===== src/hw/rtl/cgps_pkg.sv =====
// ----------------------------------------------------------------------------
// cgps_pkg
// Types and constants for the current gated pulse sequencer.
// ----------------------------------------------------------------------------
`default_nettype none

package cgps_pkg;

  localparam int CFG_W = 16;
  localparam int IDX_W = 2;

  localparam logic [IDX_W-1:0] REG_PULSE_LEN    = 2'd0;
  localparam logic [IDX_W-1:0] REG_COOLDOWN_LEN = 2'd1;

  localparam logic [CFG_W-1:0] PULSE_LEN_RST    = 16'd200;
  localparam logic [CFG_W-1:0] COOLDOWN_LEN_RST = 16'd2000;

  localparam logic [2:0] PH_ARM      = 3'd0;
  localparam logic [2:0] PH_WAIT_EN  = 3'd1;
  localparam logic [2:0] PH_WAIT_CUR = 3'd2;
  localparam logic [2:0] PH_PULSE    = 3'd3;
  localparam logic [2:0] PH_COOL     = 3'd4;
  localparam logic [2:0] PH_WAIT_LOW = 3'd5;
  localparam logic [2:0] PH_FAULT    = 3'd6;

  typedef enum logic [6:0] {
    ST_ARM      = 7'b0000001,
    ST_WAIT_EN  = 7'b0000010,
    ST_WAIT_CUR = 7'b0000100,
    ST_PULSE    = 7'b0001000,
    ST_COOL     = 7'b0010000,
    ST_WAIT_LOW = 7'b0100000,
    ST_FAULT    = 7'b1000000
  } state_t;

  typedef struct packed {
    logic       gate_on;
    logic       fault_latched;
    logic [2:0] phase;
  } result_t;

  function automatic logic [2:0] phase_code(input state_t st);
    logic [2:0] code;
    unique case (st)
      ST_ARM:      code = PH_ARM;
      ST_WAIT_EN:  code = PH_WAIT_EN;
      ST_WAIT_CUR: code = PH_WAIT_CUR;
      ST_PULSE:    code = PH_PULSE;
      ST_COOL:     code = PH_COOL;
      ST_WAIT_LOW: code = PH_WAIT_LOW;
      default:     code = PH_FAULT;
    endcase
    return code;
  endfunction

endpackage

`default_nettype wire


===== src/hw/rtl/cgps_seq.sv =====
// ----------------------------------------------------------------------------
// cgps_seq
// Sequencer state, elapsed counter and next-state logic, one step per beat.
// ----------------------------------------------------------------------------
`default_nettype none

module cgps_seq #(
  parameter int COUNT_WIDTH = 16
) (
  input  wire logic                      clk,
  input  wire logic                      rst,
  input  wire logic                      step,
  input  wire logic                      enable_level,
  input  wire logic                      current_seen,
  input  wire logic [cgps_pkg::CFG_W-1:0] pulse_len,
  input  wire logic [cgps_pkg::CFG_W-1:0] cooldown_len,
  output cgps_pkg::result_t              result_next
);

  localparam int CMP_W = (COUNT_WIDTH > cgps_pkg::CFG_W) ? COUNT_WIDTH : cgps_pkg::CFG_W;

  cgps_pkg::state_t       state, state_next;
  logic [COUNT_WIDTH-1:0] elapsed, elapsed_next;
  logic                   gate, gate_next;
  logic [COUNT_WIDTH-1:0] elapsed_inc;
  logic [CMP_W-1:0]       inc_x;

  // saturating count
  assign elapsed_inc = (&elapsed) ? elapsed : elapsed + COUNT_WIDTH'(1);
  assign inc_x       = CMP_W'(elapsed_inc);

  always_comb begin
    state_next   = state;
    elapsed_next = elapsed;
    gate_next    = gate;
    unique case (state)
      cgps_pkg::ST_ARM: begin
        if (current_seen) begin
          gate_next  = 1'b0;
          state_next = cgps_pkg::ST_FAULT;
        end else if (enable_level) begin
          gate_next  = 1'b1;
          state_next = cgps_pkg::ST_WAIT_CUR;
        end else begin
          state_next = cgps_pkg::ST_WAIT_EN;
        end
      end
      cgps_pkg::ST_WAIT_EN: begin
        if (enable_level) begin
          gate_next  = 1'b1;
          state_next = cgps_pkg::ST_WAIT_CUR;
        end
      end
      cgps_pkg::ST_WAIT_CUR: begin
        if (current_seen) begin
          elapsed_next = '0;
          state_next   = cgps_pkg::ST_PULSE;
        end else if (!enable_level) begin
          gate_next  = 1'b0;
          state_next = cgps_pkg::ST_WAIT_LOW;
        end
      end
      cgps_pkg::ST_PULSE: begin
        elapsed_next = elapsed_inc;
        if (inc_x >= CMP_W'(pulse_len) || !enable_level) begin
          gate_next  = 1'b0;
          state_next = cgps_pkg::ST_COOL;
        end
      end
      cgps_pkg::ST_COOL: begin
        elapsed_next = elapsed_inc;
        if (inc_x >= CMP_W'(cooldown_len)) begin
          state_next = cgps_pkg::ST_WAIT_LOW;
        end
      end
      cgps_pkg::ST_WAIT_LOW: begin
        if (!enable_level) begin
          state_next = cgps_pkg::ST_ARM;
        end
      end
      default: begin
        gate_next  = 1'b0;
        state_next = cgps_pkg::ST_FAULT;
      end
    endcase
  end

  always_ff @(posedge clk) begin
    if (rst) begin
      state   <= cgps_pkg::ST_ARM;
      elapsed <= '0;
      gate    <= 1'b0;
    end else if (step) begin
      state   <= state_next;
      elapsed <= elapsed_next;
      gate    <= gate_next;
    end
  end

  assign result_next.gate_on       = gate_next;
  assign result_next.fault_latched = (state_next == cgps_pkg::ST_FAULT);
  assign result_next.phase         = cgps_pkg::phase_code(state_next);

endmodule

`default_nettype wire


===== src/hw/rtl/cgps_obuf.sv =====
// ----------------------------------------------------------------------------
// cgps_obuf
// Result register with valid/stall handshake toward the consumer.
// ----------------------------------------------------------------------------
`default_nettype none

module cgps_obuf (
  input  wire logic              clk,
  input  wire logic              rst,
  input  wire logic              in_valid,
  output logic                   in_stall,
  input  wire cgps_pkg::result_t result_next,
  output logic                   load,
  output logic                   out_valid,
  input  wire logic              out_stall,
  output cgps_pkg::result_t      result
);

  logic out_valid_next;

  assign in_stall       = out_valid & out_stall;
  assign load           = in_valid & ~in_stall;
  assign out_valid_next = load | (out_valid & out_stall);

  always_ff @(posedge clk) begin
    if (rst) begin
      out_valid <= 1'b0;
    end else begin
      out_valid <= out_valid_next;
    end
  end

  always_ff @(posedge clk) begin
    if (load) begin
      result <= result_next;
    end
  end

endmodule

`default_nettype wire


===== src/hw/rtl/current_gated_pulse_sequencer_core.sv =====
// ----------------------------------------------------------------------------
// current_gated_pulse_sequencer_core
// Timing: the result of an accepted input beat is registered and valid in the next cycle.
// Throughput: one beat per cycle; input stalls only while a result is held.
// Reset: synchronous; phase arm, counter zero, gate off, no result pending,
// pulse_len 200, cooldown_len 2000.
// ----------------------------------------------------------------------------
`default_nettype none

module current_gated_pulse_sequencer_core #(
  parameter int COUNT_WIDTH = 16
) (
  input  wire logic                       clk,
  input  wire logic                       rst,
  input  wire logic                       cfg_write_en,
  input  wire logic [cgps_pkg::IDX_W-1:0] cfg_index,
  input  wire logic [cgps_pkg::CFG_W-1:0] cfg_data,
  input  wire logic                       in_valid,
  output logic                            in_stall,
  input  wire logic                       enable_level,
  input  wire logic                       current_seen,
  output logic                            out_valid,
  input  wire logic                       out_stall,
  output logic                            gate_on,
  output logic                            fault_latched,
  output logic [2:0]                      phase
);

  logic [cgps_pkg::CFG_W-1:0] pulse_len;
  logic [cgps_pkg::CFG_W-1:0] cooldown_len;
  logic                       load;
  cgps_pkg::result_t          result_next;
  cgps_pkg::result_t          result;

  always_ff @(posedge clk) begin
    if (rst) begin
      pulse_len    <= cgps_pkg::PULSE_LEN_RST;
      cooldown_len <= cgps_pkg::COOLDOWN_LEN_RST;
    end else if (cfg_write_en) begin
      if (cfg_index == cgps_pkg::REG_PULSE_LEN) begin
        pulse_len <= cfg_data;
      end
      if (cfg_index == cgps_pkg::REG_COOLDOWN_LEN) begin
        cooldown_len <= cfg_data;
      end
    end
  end

  cgps_seq #(
    .COUNT_WIDTH(COUNT_WIDTH)
  ) u_seq (
    .clk          (clk),
    .rst          (rst),
    .step         (load),
    .enable_level (enable_level),
    .current_seen (current_seen),
    .pulse_len    (pulse_len),
    .cooldown_len (cooldown_len),
    .result_next  (result_next)
  );

  cgps_obuf u_obuf (
    .clk         (clk),
    .rst         (rst),
    .in_valid    (in_valid),
    .in_stall    (in_stall),
    .result_next (result_next),
    .load        (load),
    .out_valid   (out_valid),
    .out_stall   (out_stall),
    .result      (result)
  );

  assign gate_on       = result.gate_on;
  assign fault_latched = result.fault_latched;
  assign phase         = result.phase;

endmodule

`default_nettype wire


===== config.mk =====
export PLATFORM = sky130hd
export DESIGN_NAME = current_gated_pulse_sequencer_core
export DESIGN_NICKNAME = d
export VERILOG_FILES = /design/src/hw/rtl/cgps_pkg.sv /design/src/hw/rtl/cgps_seq.sv /design/src/hw/rtl/cgps_obuf.sv /design/src/hw/rtl/current_gated_pulse_sequencer_core.sv
export SDC_FILE = /design/constraint.sdc
export NUM_CORES = 1
export LEC_CHECK = 0
export ABC_AREA = 0
export BUFFER_PORTS_ARGS = -buffer_cell sky130_fd_sc_hd__buf_2
export CAP_MARGIN = 20
export CORE_MARGIN = 3
export CORE_UTILIZATION = 60
export CTS_CLUSTER_SIZE = 16
export DETAILED_ROUTE_END_ITERATION = 10
export GPL_ROUTABILITY_DRIVEN = 0
export PLACE_DENSITY = 0.89
export RECOVER_POWER = 100
export SYNTH_ARGS = -nofsm -noshare
export SYNTH_HDL_FRONTEND = slang
export SYNTH_SLANG_ARGS = --single-unit

===== constraint.sdc =====
create_clock -name clk -period 7.6 [get_ports clk]
set_input_delay 0 -clock clk [delete_from_list [all_inputs] [get_ports clk]]
set_output_delay 0 -clock clk [all_outputs]
set_load 0.02 [all_outputs]

# [Word-level counts from Yosys, hierarchy flattened]
# Index checks and enable logic that the tools add are counted.
[classes] n_addsub=1 n_lt_le_gt_ge=2 n_eq_ne=15 n_mux=19 bitwise_logic=4 n_reduce_logical=10
[ops] cell="7-bit two-way mux" count=7
[ops] cell="7-bit case mux with 6 select lines" count=1
[ops] cell="16-bit greater-or-equal comparator" count=2
[ops] cell="16-bit two-way mux" count=2
[ops] cell="16-bit case mux with 2 select lines" count=1
[ops] cell="3-bit case mux with 6 select lines" count=1
[ops] cell="16-bit by 1-bit adder with 16-bit output, second input constant" count=1
[ops] cell="16-bit AND reduction" count=1
[ops] cell="7-bit by 1-bit equality test with 1-bit output, second input constant" count=2
[ops] cell="7-bit by 2-bit equality test with 1-bit output, second input constant" count=2
[ops] cell="7-bit by 3-bit equality test with 1-bit output, second input constant" count=2
[ops] cell="7-bit by 4-bit equality test with 1-bit output, second input constant" count=2
[ops] cell="7-bit by 5-bit equality test with 1-bit output, second input constant" count=2
[ops] cell="7-bit by 6-bit equality test with 1-bit output, second input constant" count=2
[ops] cell="7-bit equality test, second input constant" count=1
[ops] cell="1-bit two-way mux" count=5
[ops] cell="1-bit case mux with 5 select lines" count=1
[ops] cell="2-bit AND reduction" count=2
[ops] cell="2-bit OR reduction" count=2
[ops] cell="3-bit two-way mux" count=1
[ops] cell="3-bit AND reduction" count=1
[ops] cell="1-bit bitwise AND" count=2
[ops] cell="2-bit by 1-bit equality test with 1-bit output, second input constant" count=1
[ops] cell="2-bit logical NOT" count=1
[ops] cell="6 further kinds" count=6
[totals] ff_bits=62

# [Longest topological paths before layout]
[depth] ltp_word=8 ltp_mapped=13

# [Modules after synthesis]
# A second synthesis with hierarchy kept.
[hier_totals] hier_cells=449 hier_area_um2=3892.5
[modules_own_cells] mod="cgps_seq" instances=1 cells_per_inst=308 area_per_inst_um2=2359.8
[modules_own_cells] mod="current_gated_pulse_sequencer_core" instances=1 cells_per_inst=131 area_per_inst_um2=1336.3
[modules_own_cells] mod="cgps_obuf" instances=1 cells_per_inst=10 area_per_inst_um2=196.4

# [Least setup slack after synthesis]
# Ideal clock, no wire load.
[synth_path] path_kind="register to register" from="register u_seq.elapsed[6]" to="register u_obuf.result[0] (netlist name)" t_arrival_ps=3131 t_required_ps=7321 slack_ps=4190 stages_incl_launch_ff=13 period_less_slack_ps=3410 cell_sequence="dfxtp_1 -> clkbuf_1 -> nand3_1 -> or4_1 -> nor2_1 -> mux2_2 -> ha_1 -> nand4_1 -> nor4_1 -> a32o_1 -> o31ai_2 -> a211oi_1 -> o221ai_1"
[synth_lines] element="from (decl)" line="cgps_seq.sv:23" rtl="logic [COUNT_WIDTH-1:0] elapsed, elapsed_next;"
[synth_lines] element="from (signal assigned)" line="cgps_seq.sv:95" rtl="elapsed <= elapsed_next;"

# [Final worst setup path]
[layout_path] from="register u_seq.state[0]" to="register u_seq.elapsed[11]"
[layout_between] elab_chain_cells=4
[layout_rtl] element="from (decl)" line="cgps_seq.sv:22" rtl="cgps_pkg::state_t state, state_next;"
[layout_rtl] element="from (signal assigned)" line="cgps_seq.sv:90" rtl="state <= cgps_pkg::ST_ARM;"
[layout_rtl] element="from (signal assigned)" line="cgps_seq.sv:94" rtl="state <= state_next;"
[layout_rtl] element="7-bit by 4-bit equality test with 1-bit output / 7-bit by 5-bit equality test with 1-bit output (equally long branches)" line="cgps_seq.sv:36" rtl="unique case (state)"
[layout_rtl] element="2-bit OR reduction (no source line)"
[layout_rtl] element="2-bit nonzero test (no source line)"
[layout_rtl] element="3-bit AND reduction (no source line)"
# Several ways; a longest one is shown, not always the timed one.
# A chain may end at the register's enable or synchronous reset.

==> results.ini <==
[outcome]
outcome = finished, violations left
violations = capacitance limit, slew limit

[timing]
fmax_mhz = 248
worst_pin_slew_ns = 2.54
whs_ns = 0.104
finalHoldViolCount = 0
finalClockSkew_ns = 0.0149
maxSlewHeadroom_pct = -70.6
fin_crit_ns = 4.03
finalSetupViolCount = 0
rsz0062_at_grt = no
final_max_slew_viol_count = 76
finalSetupTns_ns = 0
finalCritPeriodShare_pct = 53.0

[flow_run]
cap_violations = 2

[synth]
synth_nets = 527
synth_cells = 469
synthArstFlopShare_pct = 0
syn_area_per_cell_sq_um = 8.02
yosysWarnings = 0
synth-seq-cells = 62
synth-edff-count = 5
netlist_area_sq_um = 3760
seq_area_frac_synth_pct = 34.3
synth_top_area_share_pct = 30.3
yosysUniqueCellTypes = 63
synth_area_leaders = dfxtp_1 30%, ha_1 11%, nand2_1 7.6%, a21oi_1 6.0%, edfxtp_1 4.0%
synth_top_area_cell = dfxtp_1
synth_ff_type = dfxtp_1

[hold_path]
whs_endpoint = pulse_len[12]
worstHoldStart = cfg_index[1]
worstHoldPathType = in2reg
hold_depth = 4

[route]
wl_microns = 9810
via_count = 3599
wl_per_cell_microns = 16.6
viasPerCell = 6.08
drc_errors = 0
first_pass_iters = 5
postRouteAntennaNets = 0
drtIter0Drc = 376

[power_and_ir_drop]
total_leakage_power_nw = 1.70
vdd_ir_drop_max_mv = 0.138
p_total_mw = 0.757
powerDensity_nw_per_um2 = 177

[clock_tree]
postCtsSetupBuffers = 0
cts_max_level = 3
numClockSinks = 62
clk_latency_ns = 0.35
cts_buffers = 9
cts_tree = yes
cts_root_buf = clkbuf_8
cts.clk_slew.worst_paths_ns = 0.07
cts_max_path_buffers = 2

[global_routing]
grt_max_degree = 48
grt_first_pass_wirelength_microns = 15900
antenna_found_initial = 0
overflow = 0
top_usage_layer = met2
grt_use_met3_pct = 4.85
grtUsageMet1_pct = 33.3
gr-usage-all-layers_pct = 27.6
grtUsageMet2_pct = 47.8
grt_pass1_vias = 3472

[die]
start_util_pct = 62.8
io_pins = 32
die_h_microns = 85.2
core_sq_um = 5990
dieArea_sq_um = 7260
row_count = 28
die_w_microns = 85.2

[placed_design]
io_buffers = 31
dpl-instance-area_sq_um = 3920
dp_hpwl_microns = 6820

[final_layout]
utilization_pct = 71.4
drive_above_1_share_pct = 10.4
areaGrowthSynthToFinish_pct = 13.6
antenna_cells = 0
postLayoutCellArea_sq_um = 4280
fill_cells = 450
nNetsFinal = 570

[critical_path]
reg2reg_from = u_seq.state[0]
worst_setup_path_end_kind = flop
critPathRequiredTime_ns = 7.81
rr_worst_depth = 5
worstReg2RegEnd = u_seq.elapsed[11]
crit_type = reg2reg
worst-r2r-setup-slack_ns = 3.57
crit_path_max_fanout = 27
startpoint_type = flop
arrival_ns = 4.24

==> state kept, by name (all words and copies together), names as in the netlist <==
register	flops
u_seq.gate	1
pulse_len	16
u_seq.elapsed	16
u_obuf.out_valid	1
u_obuf.result	5
cooldown_len	16
u_seq.state	7
==> cells in the final DEF, fill, tap and decap left out, types with 4 or more instances in the layout <==
master	synthesis	layout
nand4_1	6	6
nor3_1	9	10
clkbuf_1	13	11
nand2b_1	5	5
a311oi_1	7	7
a22oi_1	5	5
o21ai_0	17	17
nand2_1	76	78
a2bb2oi_1	4	4
a211oi_1	7	7
nor2_1	38	38
nand3_1	13	13
ha_1	33	33
o31ai_1	4	5
mux2_2	5	4
dlygate4sd3_1	0	18
clkbuf_8	0	10
o21a_1	5	5
nor2b_1	4	4
and3_1	4	5
dfxtp_1	57	57
edfxtp_1	5	5
a21oi_1	45	45
o211ai_1	5	5
buf_2	0	22
xnor2_1	6	6
inv_1	39	39
==> worst max-delay path, stage by stage (launching register included) <==
cell and delay, ns:
dfxtp_1 0.34, or4_1 0.62, a211o_1 0.31, nor3_1 1.89, o21ai_0 0.32, a311oi_1 0.42
==> synthesized netlist by cell type (4+ instances only) <==
library cell   n
a22oi_1        5
mux2_2         5
inv_1         39
nand3_1       13
a311oi_1       7
a211oi_1       7
clkbuf_1      13
ha_1          33
edfxtp_1       5
nor2_1        38
o21a_1         5
o21ai_0       17
and3_1         4
nand4_1        6
o31ai_1        4
nor3_1         9
nor2b_1        4
a21oi_1       45
a2bb2oi_1      4
nand2_1       76
dfxtp_1       57
o211ai_1       5
nand2b_1       5
xnor2_1        6
==> how the worst max path moves through the flow <==
stage / slack (ns) / cells past startpoint / start / to
floorplan: 4.19 / 12 / u_seq.elapsed[6] / u_obuf.result[0]
global placement: 3.96 / 12 / u_seq.elapsed[0] / u_seq.gate
detailed placement: 3.80 / 12 / u_seq.elapsed[0] / u_seq.gate
CTS: 3.79 / 12 / u_seq.elapsed[0] / u_seq.gate
global route: 3.10 / 12 / u_seq.elapsed[0] / u_seq.gate
finish: 3.57 / 5 / u_seq.state[0] / u_seq.elapsed[11]
==> layer usage <==
layer	up-vias	wire, microns
met3	33	521
li1	1746	-
met2	139	4810
met5	-	0
met1	1681	4120
met4	0	360
==> where the power goes <==
part	switching (mW)	leakage [nW]	internal [mW]	total, mW
clock	0.134	0.110	0.194	0.328
combinational	0.0494	1.08	0.0316	0.0811
sequential	0.00654	0.511	0.341	0.347
==> metrics by stage <==
stage               setup WS, ns  instances
floorplan                   4.19        469
global placement            3.96        557
detailed placement          3.80        557
CTS                         3.79        591
global route                3.10        592
finish                      3.57        592
==> repair_timing <==
| action | CTS | global route |
|---|---|---|
| gates resized for setup | 0 | 0 |
| hold buffers | 18 | 0 |
| endpoints found under the setup margin | 0 | 0 |
| hold endpoints to repair | 31 | 0 |
==> layout make-up <==
class / instances / area (sq um) / share of cell area [%]
Clock buffer: 11 / 141 / 3.31
Clock inverter: 5 / 82.6 / 1.93
Inverter: 40 / 150 / 3.51
Multi-Input combinational cell: 349 / 2190 / 51.2
Sequential cell: 62 / 1290 / 30.2
Tap cell: 75 / 93.8 / 2.19
Timing Repair Buffer: 50 / 328 / 7.67
==> kinds of logic (layout without fill, tap and decap cells) <==
group / count (synthesis) / in the layout / synth area share, %
buf+inv: 58 / 106 / 6.58
xor+xnor: 8 / 8 / 1.86
mux: 5 / 5 / 1.50
simple gates: 183 / 183 / 23.6
compound gates: 120 / 120 / 21.1
flops: 62 / 62 / 34.3
fa+ha+maj: 33 / 33 / 11.0
Note: power is estimated with default switching activity, not from simulation.
